File: config.mk
export PLATFORM = sky130hd
export DESIGN_NAME = atpd_ctrl
export DESIGN_NICKNAME = d
export VERILOG_FILES = /design/src/rtl/atpd_pkg.sv /design/src/rtl/atpd_ctrl.sv
export SDC_FILE = /design/constraint.sdc
export NUM_CORES = 1
export LEC_CHECK = 0
export BUFFER_PORTS_ARGS = -buffer_cell sky130_fd_sc_hd__clkbuf_2
export CAP_MARGIN = 20
export CELL_PAD_IN_SITES_DETAIL_PLACEMENT = 1
export CELL_PAD_IN_SITES_GLOBAL_PLACEMENT = 1
export CORE_AREA = 2 2 39 41
export CTS_CLUSTER_SIZE = 8
export DETAILED_ROUTE_END_ITERATION = 12
export DIE_AREA = 0 0 41 43
export PLACE_DENSITY = 0.66
export SLEW_MARGIN = 30
export SYNTH_ARGS = -nofsm -noshare
export SYNTH_HDL_FRONTEND = slang
export SYNTH_SLANG_ARGS = --single-unit
File: constraint.sdc
create_clock -name clock -period 1.68 [get_ports clock]
set_clock_uncertainty 0.15 [all_clocks]
set_input_delay 0.336 -clock clock [delete_from_list [all_inputs] [get_ports clock]]
set_output_delay 0.336 -clock clock [all_outputs]
set_load 0.01 [all_outputs]
File: src/rtl/atpd_pkg.sv
// ----------------------------------------------------------------------------
// atpd_pkg
// Shared constants and types of the adaptive threshold peak detector:
// register indexes, reset values and the controller/datapath interface.
// ----------------------------------------------------------------------------
package atpd_pkg;

   // default parameter values
   localparam int MAX_LOG_BLOCK_DEF = 10;
   localparam int SAMPLE_BITS_DEF   = 16;
   localparam int POSITION_BITS_DEF = 32;

   // register field widths
   localparam int LOG_FIELD_BITS = 4;
   localparam int GAIN_BITS      = 8;
   localparam int LAG_BITS       = 10;
   localparam int CSR_ADDR_BITS  = 2;
   localparam int CSR_DATA_BITS  = 10;

   // limit width and saturation value
   localparam int LIMIT_BITS = 24;
   localparam logic [LIMIT_BITS-1:0] LIMIT_MAX = '1;

   // smallest block log accepted
   localparam int LOG_BLOCK_MIN = 2;

   // register reset values
   localparam logic [LOG_FIELD_BITS-1:0] LOG_BLOCK_RST = 4'd10;
   localparam logic [GAIN_BITS-1:0]      GAIN_RST      = 8'd5;
   localparam logic [LAG_BITS-1:0]       LAG_RST       = 10'd0;

   // register indexes
   typedef enum logic [CSR_ADDR_BITS-1:0] {
      CSR_LOG_BLOCK  = 2'd0,
      CSR_SIGMA_GAIN = 2'd1,
      CSR_LAG        = 2'd2
   } csr_index_type;

   // controller to datapath commands
   typedef struct packed {
      logic load;      // capture the input item
      logic test;      // limit update, peak test, magnitude accumulate
      logic accum;     // square accumulate
      logic mean;      // block mean
      logic mult;      // mean squared and mean times sum
      logic plus;      // variance terms
      logic diff;      // variance
      logic root_go;   // start the square root
      logic gain;      // gain times sigma
      logic limit;     // new pending limit, clear block sums
   } atpd_cmd_type;

   // datapath to controller status
   typedef struct packed {
      logic block_end;
      logic root_done;
      logic rsp_busy;
   } atpd_status_type;

endpackage

File: src/rtl/atpd_ctrl.sv
// ----------------------------------------------------------------------------
// atpd_ctrl
// Sequencer: takes one item, runs the sample step and, at block end, the
// statistics and limit steps.
// ----------------------------------------------------------------------------
module atpd_ctrl
   import atpd_pkg::*;
(
   input  logic            clock,
   input  logic            reset,
   input  logic            req_tvalid,
   input  logic            rsp_tready,
   input  atpd_status_type status,
   output logic            req_tready,
   output atpd_cmd_type    cmd
);

   typedef enum logic [3:0] {
      S_IDLE,
      S_TEST,
      S_ACCUM,
      S_MEAN,
      S_MULT,
      S_PLUS,
      S_DIFF,
      S_ROOT_GO,
      S_ROOT,
      S_GAIN,
      S_LIMIT
   } state_type;

   state_type state_ff, state_in;

   // ready while idle and the result slot is free or draining
   assign req_tready = (state_ff == S_IDLE) && (!status.rsp_busy || rsp_tready);

   // next state
   always_comb begin
      state_in = state_ff;
      case (state_ff)
         S_IDLE:    if (req_tvalid && req_tready) state_in = S_TEST;
         S_TEST:    state_in = S_ACCUM;
         S_ACCUM:   state_in = status.block_end ? S_MEAN : S_IDLE;
         S_MEAN:    state_in = S_MULT;
         S_MULT:    state_in = S_PLUS;
         S_PLUS:    state_in = S_DIFF;
         S_DIFF:    state_in = S_ROOT_GO;
         S_ROOT_GO: state_in = S_ROOT;
         S_ROOT:    if (status.root_done) state_in = S_GAIN;
         S_GAIN:    state_in = S_LIMIT;
         S_LIMIT:   state_in = S_IDLE;
         default:   state_in = S_IDLE;
      endcase
   end

   // command decode
   always_comb begin
      cmd         = '0;
      cmd.load    = (state_ff == S_IDLE) && req_tvalid && req_tready;
      cmd.test    = (state_ff == S_TEST);
      cmd.accum   = (state_ff == S_ACCUM);
      cmd.mean    = (state_ff == S_MEAN);
      cmd.mult    = (state_ff == S_MULT);
      cmd.plus    = (state_ff == S_PLUS);
      cmd.diff    = (state_ff == S_DIFF);
      cmd.root_go = (state_ff == S_ROOT_GO);
      cmd.gain    = (state_ff == S_GAIN);
      cmd.limit   = (state_ff == S_LIMIT);
   end

   // state register
   always_ff @(posedge clock) begin
      if (reset) begin
         state_ff <= S_IDLE;
      end else begin
         state_ff <= state_in;
      end
   end

endmodule
==> run_results.csv, run 1 <==
group,metric,value,unit
grt,grt-ovfl-total,0,
logic_synthesis,synth_fp_nets,48,
job,max_cap_violations,0,
sta,fin_crit_sh,97.8,%
placed_design,io_buffers,17,
logic_synthesis,synthFlopType,"dfxtp_1",
clock_network,hold_buffers,0,
clock_network,cts-buffers-inserted,3,
floorplanning,core_area,0.00138,mm2
final_layout,drive_gt1_share,46.7,%
placed_design,placed_area,387,um2
setup_path,setup.worst_path.start_class,"flip-flop",
sta,timing.fmax,609,MHz
logic_synthesis,yosysSeqAreaShare,26.7,%
sta,finalMaxSlewViolations,0,
floorplanning,start_util,21.7,%
logic_synthesis,synth_edf_count,0,
logic_synthesis,ys_async_sr_fraction,0,%
logic_synthesis,synth.distinct_cells,20,
final_layout,syn_to_final_growth,45.8,%
route,dr.pass1.iters,3,
final_layout,largest-register,"state_ff",
logic_synthesis,synth.top_cell.area_share,26.7,%
route,drc,0,
setup_path,crit_type,"reg -> out",
clock_network,clk_pin_slew,0.04,ns
pwr,p_per_area,787,mW/mm2
logic_synthesis,synth_area_leaders,"dfxtp_1 (27%), nor2_1 (8.8%), nor3_1 (8.3%)",
setup_path,crit_fanout,6,
grt,grt_first_pass_wirelength,1150,um
logic_synthesis,syn-cell-area,300,um2
pwr,p_leak,0.212,nW
route,drt_iter0_drc,2,
sta,rsz0062_at_grt,"yes",
floorplanning,dieArea,0.00176,mm2
sta,worst_pin_slew,0.214,ns
route,drtAntennaViolNets,0,
final_layout,postLayoutCellArea,438,um2
logic_synthesis,yosysMostFrequentCell,"nor2_1",
final_layout,n_antenna_cell,0,
pwr,ir_drop,0.236,mV
route,drt-wirelength-per-cell,11.3,um
logic_synthesis,synth_warnings,0,
setup_path,crit_arrival,1.16,ns
route,avgViaCountPerCell,4.66,
setup_path,crit_required,1.19,ns
clock_network,cts_sinks,4,
hold_path,holdPathStages,2,
grt,grt_max_degree,14,
clock_network,cts_tree,"done",
setup_path,end_kind,"output pin",
setup_path,reg2reg_depth,3,
floorplanning,die_w,41,um
logic_synthesis,yosysTopAreaCell,"dfxtp_1",
logic_synthesis,avgSynthCellArea,7.32,um2
route,vias,354,
sta,finalSetupViolations,0,
final_layout,reg.largest.list,"state_ff: 4 flops",
grt,first_global_vias,294,
final_layout,finalNetCount,69,
clock_network,insertion_delay,0.25,ns
logic_synthesis,synthTopCellsByCount,"nor2_1 (7), nor3_1 (5), dfxtp_1 (4), nand2_1 (4)",
logic_synthesis,ys_ff_latch,4,
placed_design,place_hpwl,564,um
route,wl,858,um
sta,relSlewSlack,85.7,%
final_layout,largest_register_ffs,4,
sta,finalHoldWorstSlack,0.145,ns
final_layout,postLayoutCoreUtil,31.6,%
floorplanning,die_h,43,um
floorplanning,io_pins,18,
sta,hold_viol_final,0,
logic_synthesis,synthCells,41,
hold_path,min_path_type,"in -> reg",
sta,min_period,1.64,ns
grt,antenna_found_initial,0,
floorplanning,rows,14,
clock_network,clockBufferDepth,2,
clock_network,clockRootBuffer,"clkbuf_4",
clock_network,htreeDepth,1,
grt,grt_util_all_layers,10.6,%
run_status,status,"finished clean",
placed_design,gp_congestion,0.640,
-- path summary, 6_finish.rpt --
kind	start	slack (ns)	to
setup / recovery	state_ff[2]	0.04	cmd[5]
hold reg to reg	state_ff[3]	0.43	state_ff[2]
hold / removal	reset	0.14	state_ff[1]
setup reg to reg	state_ff[0]	0.30	state_ff[1]
-- area by class of cell --
cell class / count / area (um2)
clock buffers: 3 / 22.5
repair buffers: 19 / 100
flip-flops and latches: 4 / 86.3
fillers: 192 / 946
well taps: 16 / 20.0
multi-input cells: 34 / 209
-- logic make-up after synthesis --
| kind of cell | synth area share (%) |
|---|---|
| AOI/OAI and AO/OA | 12.1 |
| xor gates and xnor gates | 2.92 |
| buffers and inverters | 8.75 |
| DFF | 26.7 |
| and+or+nand+nor | 49.6 |
-- per-layer routing --
| metal | vias up | global-route usage (%) | share of wire [%] |
|---|---|---|---|
| li1 | 179 | - | - |
| met1 | 154 | 9.58 | 39 |
| met2 | 17 | 16.3 | 52 |
| met3 | 4 | 4.71 | 6.4 |
| met4 | 0 | 10.0 | 3.1 |
| met5 | - | 0 | 0 |
-- cells in the final DEF (no fill, tap or decap), types with 2 or more instances in the layout --
master / instances
clkbuf_2: 16
nor2_1: 6
nor3_1: 5
nand2_1: 4
nor2b_1: 3
clkbuf_4: 3
nand2b_1: 2
buf_4: 2
dfxtp_2: 2
-- power breakdown --
group          internal [mW]  switching, mW
Combinational         0.0472         0.0508
Clock                 0.0805         0.0485
Sequential             0.103         0.0148
-- through the flow --
step                      cells  total power [mW]  setup TNS (ns)  worst slack, ns
after floorplan              41             0.179               0            0.260
after global routing         76             0.375         -0.0572          -0.0523
after CTS                    75             0.341               0          0.00759
after detailed placement     72             0.208               0            0.133
after global placement       72             0.208               0            0.141
final                        76             0.345               0           0.0378
-- repair_timing --
action,CTS,global route
gates resized for setup,5,3
endpoints found under the setup margin,9,3
pin swaps,0,0
setup buffers,0,1
-- critical path: stages, from the launching register on --
cell	delay, ns
dfxtp_4	0.37
or2b_1	0.24
nor3_1	0.14
buf_2	0.16
No activity file was read; power rests on OpenSTA's default activity.
==> run 2: changes to the inputs <==
--- a/constraint.sdc
+++ b/constraint.sdc
@@ -3,3 +3,3 @@
 set_input_delay 0.336 -clock clock [delete_from_list [all_inputs] [get_ports clock]]
 set_output_delay 0.336 -clock clock [all_outputs]
-set_load 0.01 [all_outputs]
+set_load 0.1 [all_outputs]
==> run 2 against run 1 <==
Effect of this change: setup slack lost 0.13 ns; register-to-register slack improved by 0.02 ns; critical path depth stayed put; first-iteration DRC count down 50%; sequential share of layout area decreased by 8.0 points; maximum frequency fell by 7.1%; worst hold slack lost 0.0066 ns; clock-buffer cell count grew 1; via count rose by 11%; cell area grew 80%; the run now ends with setup timing left; final cell count grew 12%; highest routed layer unchanged.
==> run_results.csv, run 2 (synthesis results as in run 1) <==
group,metric,value,unit
pwr,combinationalPowerShare,56.5,%
setup_path,crit_type,"reg -> out",
final_layout,layout_common_cells,"buf_12 (11), buf_4 (9), clkbuf_2 (6), nor3_4 (4), nor2_4 (4)",
sta,relSlewSlack,83.2,%
pwr,seqPwrFrac,19.4,%
pwr,ir_drop,0.419,mV
setup_path,reg2reg_slack,0.32,ns
floorplanning,die_w,41,um
final_layout,finalNonFillerCells,85,
setup_path,worst_path_max_delay_cell,"dfxtp_4",
final_layout,n_antenna_cell,0,
floorplanning,rows,14,
setup_path,r2r_end,"state_ff[1]",
grt,grt_max_degree,12,
setup_path,rr_startpoint,"state_ff[2]",
route,avgViaCountPerCell,4.62,
pwr,clock_power_share,24.1,%
clock_network,clk_pin_slew,0.05,ns
placed_design,gp_congestion,0.706,
grt,grt-busiest-layer,"met2",
placed_design,place_hpwl,710,um
setup_path,setup.worst_path.start_class,"flip-flop",
setup_path,end_kind,"output pin",
grt,antenna_found_initial,0,
final_layout,postLayoutCellArea,788,um2
sta,worst_pin_slew,0.251,ns
setup_path,cp.depth,3,
hold_path,holdPathStages,2,
route,drtAntennaViolNets,0,
final_layout,drive_gt1_share,75.4,%
setup_path,cp_cell_sequence,"or2b_4 -> nor3_4 -> buf_12",
sta,finalSetupViolations,6,
route,drt-wirelength-per-cell,11.6,um
final_layout,mostFrequentLayoutCell,"buf_12",
route,dr.pass1.iters,3,
sta,fin_crit_sh,105,%
clock_network,cts_sinks,4,
sta,timing.fmax,566,MHz
grt,grt_use_met1,16.8,%
setup_path,reg2reg_depth,4,
grt,grt-ovfl-total,0,
route,wl,990,um
setup_path,max_stage_delay,0.37,ns
grt,grt_first_pass_wirelength,1700,um
pwr,p_per_area,771,mW/mm2
setup_path,cp-startpoint,"state_ff[2]",
job,max_cap_violations,0,
clock_network,htreeDepth,1,
placed_design,placed_area,699,um2
hold_path,min_path_type,"in -> reg",
grt,first_global_vias,416,
pwr,internal_power,0.321,mW
sta,rsz0062_at_grt,"yes",
floorplanning,io_pins,18,
route,drt_iter0_drc,1,
grt,use_met2,21.6,%
grt,grt_util_all_layers,14.3,%
run_status,violations,"setup timing",
setup_path,crit_arrival,1.28,ns
sta,hold_viol_final,0,
final_layout,finalNetCount,77,
clock_network,cts_tree,"done",
route,drc,0,
grt,gr-usage-met3,3.14,%
floorplanning,dieArea,0.00176,mm2
placed_design,io_buffers,17,
placed_design,dp_cells,75,
final_layout,reg.largest.list,"state_ff: 4 flops",
setup_path,crit_path_end,"cmd[5]",
sta,finalMaxSlewViolations,0,
final_layout,largest-register,"state_ff",
setup_path,path_buf_inv,1,
route,vias,393,
setup_path,crit_fanout,6,
clock_network,insertion_delay,0.25,ns
final_layout,largest_register_ffs,4,
run_status,status,"finished, violations left",
floorplanning,die_h,43,um
floorplanning,start_util,21.7,%
sta,min_period,1.77,ns
pwr,p_leak,0.326,nW
setup_path,crit_family,"simple AND/OR/NAND/NOR gates",
pwr,switchingPower,0.286,mW
clock_network,clockBufferDepth,2,
pwr,swShare,47.1,%
floorplanning,core_area,0.00138,mm2
clock_network,cts-buffers-inserted,3,
final_layout,syn_to_final_growth,163,%
clock_network,clockRootBuffer,"clkbuf_4",
sta,finalWorstSetupSlack,-0.0880,ns
setup_path,crit_required,1.19,ns
-- run 2: cell types whose count changed in the layout (fill, tap and decap cells not counted), sizes merged --
cell    previous run  this run
clkbuf            19        10
buf                3        21
-- run 2: cell type report --
type                       count  area [um2]
clock buffer                   4        26.3
sequential                     4        92.6
fill                         139         596
timing repair buffer          27         329
tap                           16        20.0
multi-input combinational     34         320
-- run 2: power by group through the flow --
| stage | logic [mW] | registers (mW) | clock network (mW) |
|---|---|---|---|
| 2_1_floorplan | 0.233 | 0.116 | 0 |
| 3_5_place_dp | 0.329 | 0.123 | 0 |
| 6_report | 0.343 | 0.118 | 0.146 |
| 5_1_grt | 0.360 | 0.120 | 0.158 |
| 4_1_cts | 0.345 | 0.118 | 0.146 |
| 3_3_place_gp | 0.325 | 0.123 | 0 |
-- run 2: worst min-delay path by stage --
stage / start / end
final: reset / state_ff[1]
after global routing: reset / state_ff[1]
after CTS: reset / state_ff[1]
after detailed placement: reset / state_ff[1]
after global placement: reset / state_ff[1]
after floorplan: reset / state_ff[1]
-- run 2: what timing repair did --
| action | in CTS | in global routing |
|---|---|---|
| resized for setup | 4 | 2 |
| hold buffers | 0 | 0 |
| gates cloned | 0 | 0 |
| setup buffers | 4 | 2 |
| pin swaps | 3 | 2 |
| endpoints found under the setup margin | 9 | 11 |
-- run 2: metal layers --
| layer | part of all wire [%] | wire, um | up-vias |
|---|---|---|---|
| met1 | 39 | 386 | 179 |
| met4 | 1.7 | 17 | 0 |
| met5 | 0 | 0 | - |
| met3 | 4.1 | 41 | 3 |
| met2 | 55 | 545 | 15 |
| li1 | - | - | 196 |
-- run 2: through the flow --
stage	total power, mW	hold slack (ns)	worst slack, ns	setup TNS, ns	util (%)
3_5_place_dp	0.451	0.400	0.0877	0	50.5
5_1_grt	0.638	0.148	-0.137	-0.628	57.0
6_report	0.607	0.138	-0.0880	-0.231	57.0
4_1_cts	0.609	0.145	-0.0906	-0.245	55.3
3_3_place_gp	0.448	0.405	0.130	0	50.5
2_1_floorplan	0.349	0.245	-0.269	-0.967	-
==> run 3: changes to the inputs <==
- clock period: 1.68 -> 2.2 ns (I/O delays scaled with it)
==> run 3 against run 2 <==
Effect of this change: largest power group unchanged; final cell count is 13% lower; the flow now finishes without violations; die area stayed put; utilization is 18 points lower; sequential share of layout area is 3.0 points higher; clock-buffer cell count is 1 lower; critical endpoint is now cmd[8]; first-iteration DRC count stayed put; critical path depth stayed put.
==> run_results.csv, run 3 (synthesis results as in run 1) <==
group,metric,value,unit
run_status,status,"finished clean",
route,avgViaCountPerCell,4.68,
setup_path,r2r_end,"state_ff[1]",
sta,finalMaxSlewViolations,0,
clock_network,htreeDepth,1,
route,drtAntennaViolNets,0,
sta,fin_crit_sh,94.0,%
clock_network,cts_resized,0,
placed_design,io_buffers,17,
final_layout,layout_common_cells,"clkbuf_2 (6), buf_12 (6), nor2_2 (5), buf_4 (5)",
setup_path,reg2reg_depth,3,
sta,min_period,2.07,ns
sta,finalHoldWorstSlack,0.284,ns
placed_design,gp_congestion,0.734,
final_layout,reg.largest.list,"state_ff: 4 flops",
final_layout,postLayoutCoreUtil,39.2,%
grt,grt-ovfl-total,0,
sta,finalSetupViolations,0,
clock_network,hold_buffers,0,
job,max_cap_violations,0,
final_layout,drive_gt1_share,53.4,%
sta,tns,0,ns
floorplanning,dieArea,0.00176,mm2
clock_network,cts_tree,"done",
route,vias,346,
grt,grt_max_degree,14,
final_layout,fillers,161,
sta,worst_pin_slew,0.437,ns
sta,timing.fmax,483,MHz
route,dr.pass1.iters,2,
route,drt_iter0_drc,1,
final_layout,finalNetCount,67,
hold_path,min_path_type,"in -> reg",
final_layout,multiInputGateArea,231,um2
final_layout,largest_register_ffs,4,
route,wl,804,um
clock_network,cts_setup_buffers,0,
floorplanning,die_w,41,um
final_layout,seqCellArea,80.1,um2
pwr,p_per_area,680,mW/mm2
grt,grt_first_pass_wirelength,1300,um
hold_path,hp-start,"reset",
clock_network,cts-buffers-inserted,3,
setup_path,reg2reg_slack,0.79,ns
final_layout,syn_to_final_growth,80.4,%
route,drt-wirelength-per-cell,10.9,um
sta,relSlewSlack,70.8,%
floorplanning,start_util,21.7,%
setup_path,crit_fanout,11,
floorplanning,io_pins,18,
grt,antenna_found_initial,0,
hold_path,min_to,"state_ff[1]",
final_layout,largest-register,"state_ff",
clock_network,insertion_delay,0.23,ns
setup_path,setup.worst_path.start_class,"flip-flop",
pwr,p_leak,0.238,nW
setup_path,crit_required,1.61,ns
clock_network,clockRootBuffer,"clkbuf_4",
setup_path,rr_startpoint,"state_ff[2]",
pwr,ir_drop,0.194,mV
setup_path,end_kind,"output pin",
clock_network,clk_pin_slew,0.04,ns
setup_path,crit_type,"reg -> out",
route,drc,0,
clock_network,cts_sinks,4,
grt,grt_util_all_layers,11.1,%
clock_network,clockBufferDepth,2,
grt,first_global_vias,311,
sta,hold_viol_final,0,
floorplanning,die_h,43,um
hold_path,holdPathStages,2,
final_layout,n_antenna_cell,0,
floorplanning,core_area,0.00138,mm2
setup_path,crit_arrival,1.48,ns
floorplanning,rows,14,
placed_design,place_hpwl,649,um
sta,rsz0062_at_grt,"no",
run 3: cell types whose count changed in the layout (fill, tap and decap cells not counted), moves of 3 or more:
cell,delta
nor2_4,-4
buf_4,-4
nor3_2,+4
dfxtp_4,-3
buf_12,-5
nor2_2,+3
nor3_4,-4
dfxtp_1,+4
run 3: worst max-delay path: stages (launching register included):
cell	delay [ns]
dfxtp_1	0.56
nand2b_1	0.25
nor3_2	0.23
buf_12	0.21
run 3: layer usage:
metal / global-route usage, % / share of wire, %
met4: 10.0 / 1.7
met3: 1.57 / 4.7
met2: 15.3 / 51
met5: 0 / 0
met1: 14.1 / 42
run 3: final cells by class:
| type | count | area share, % |
|---|---|---|
| multi-input cells | 34 | 42.7 |
| well taps | 16 | 3.70 |
| flip-flops and latches | 4 | 14.8 |
| repair buffers | 17 | 34.6 |
| clock buffers | 3 | 4.16 |
run 3: per-stage QoR:
stage	setup WS [ns]	area [um2]	total power, mW	instances
floorplan	-0.293	338	0.235	41
detailed placement	0.349	519	0.284	71
finish	0.131	542	0.369	74
CTS	0.0915	542	0.378	74
global route	0.0318	542	0.387	74
global placement	0.413	519	0.282	71
run 3: worst max-delay path by stage:
stage,start,end,depth (start not counted)
global placement,state_ff[2],cmd[5],3
detailed placement,state_ff[0],cmd[8],3
finish,state_ff[0],cmd[8],3
CTS,state_ff[0],cmd[8],3
floorplan,state_ff[3],cmd[0],2
global route,state_ff[0],cmd[8],3
run 3: power by group:
group	total (mW)	switching, mW	internal (mW)
sequential	0.0942	0.0156	0.0787
clock	0.0877	0.0269	0.0608
combinational	0.187	0.130	0.0564
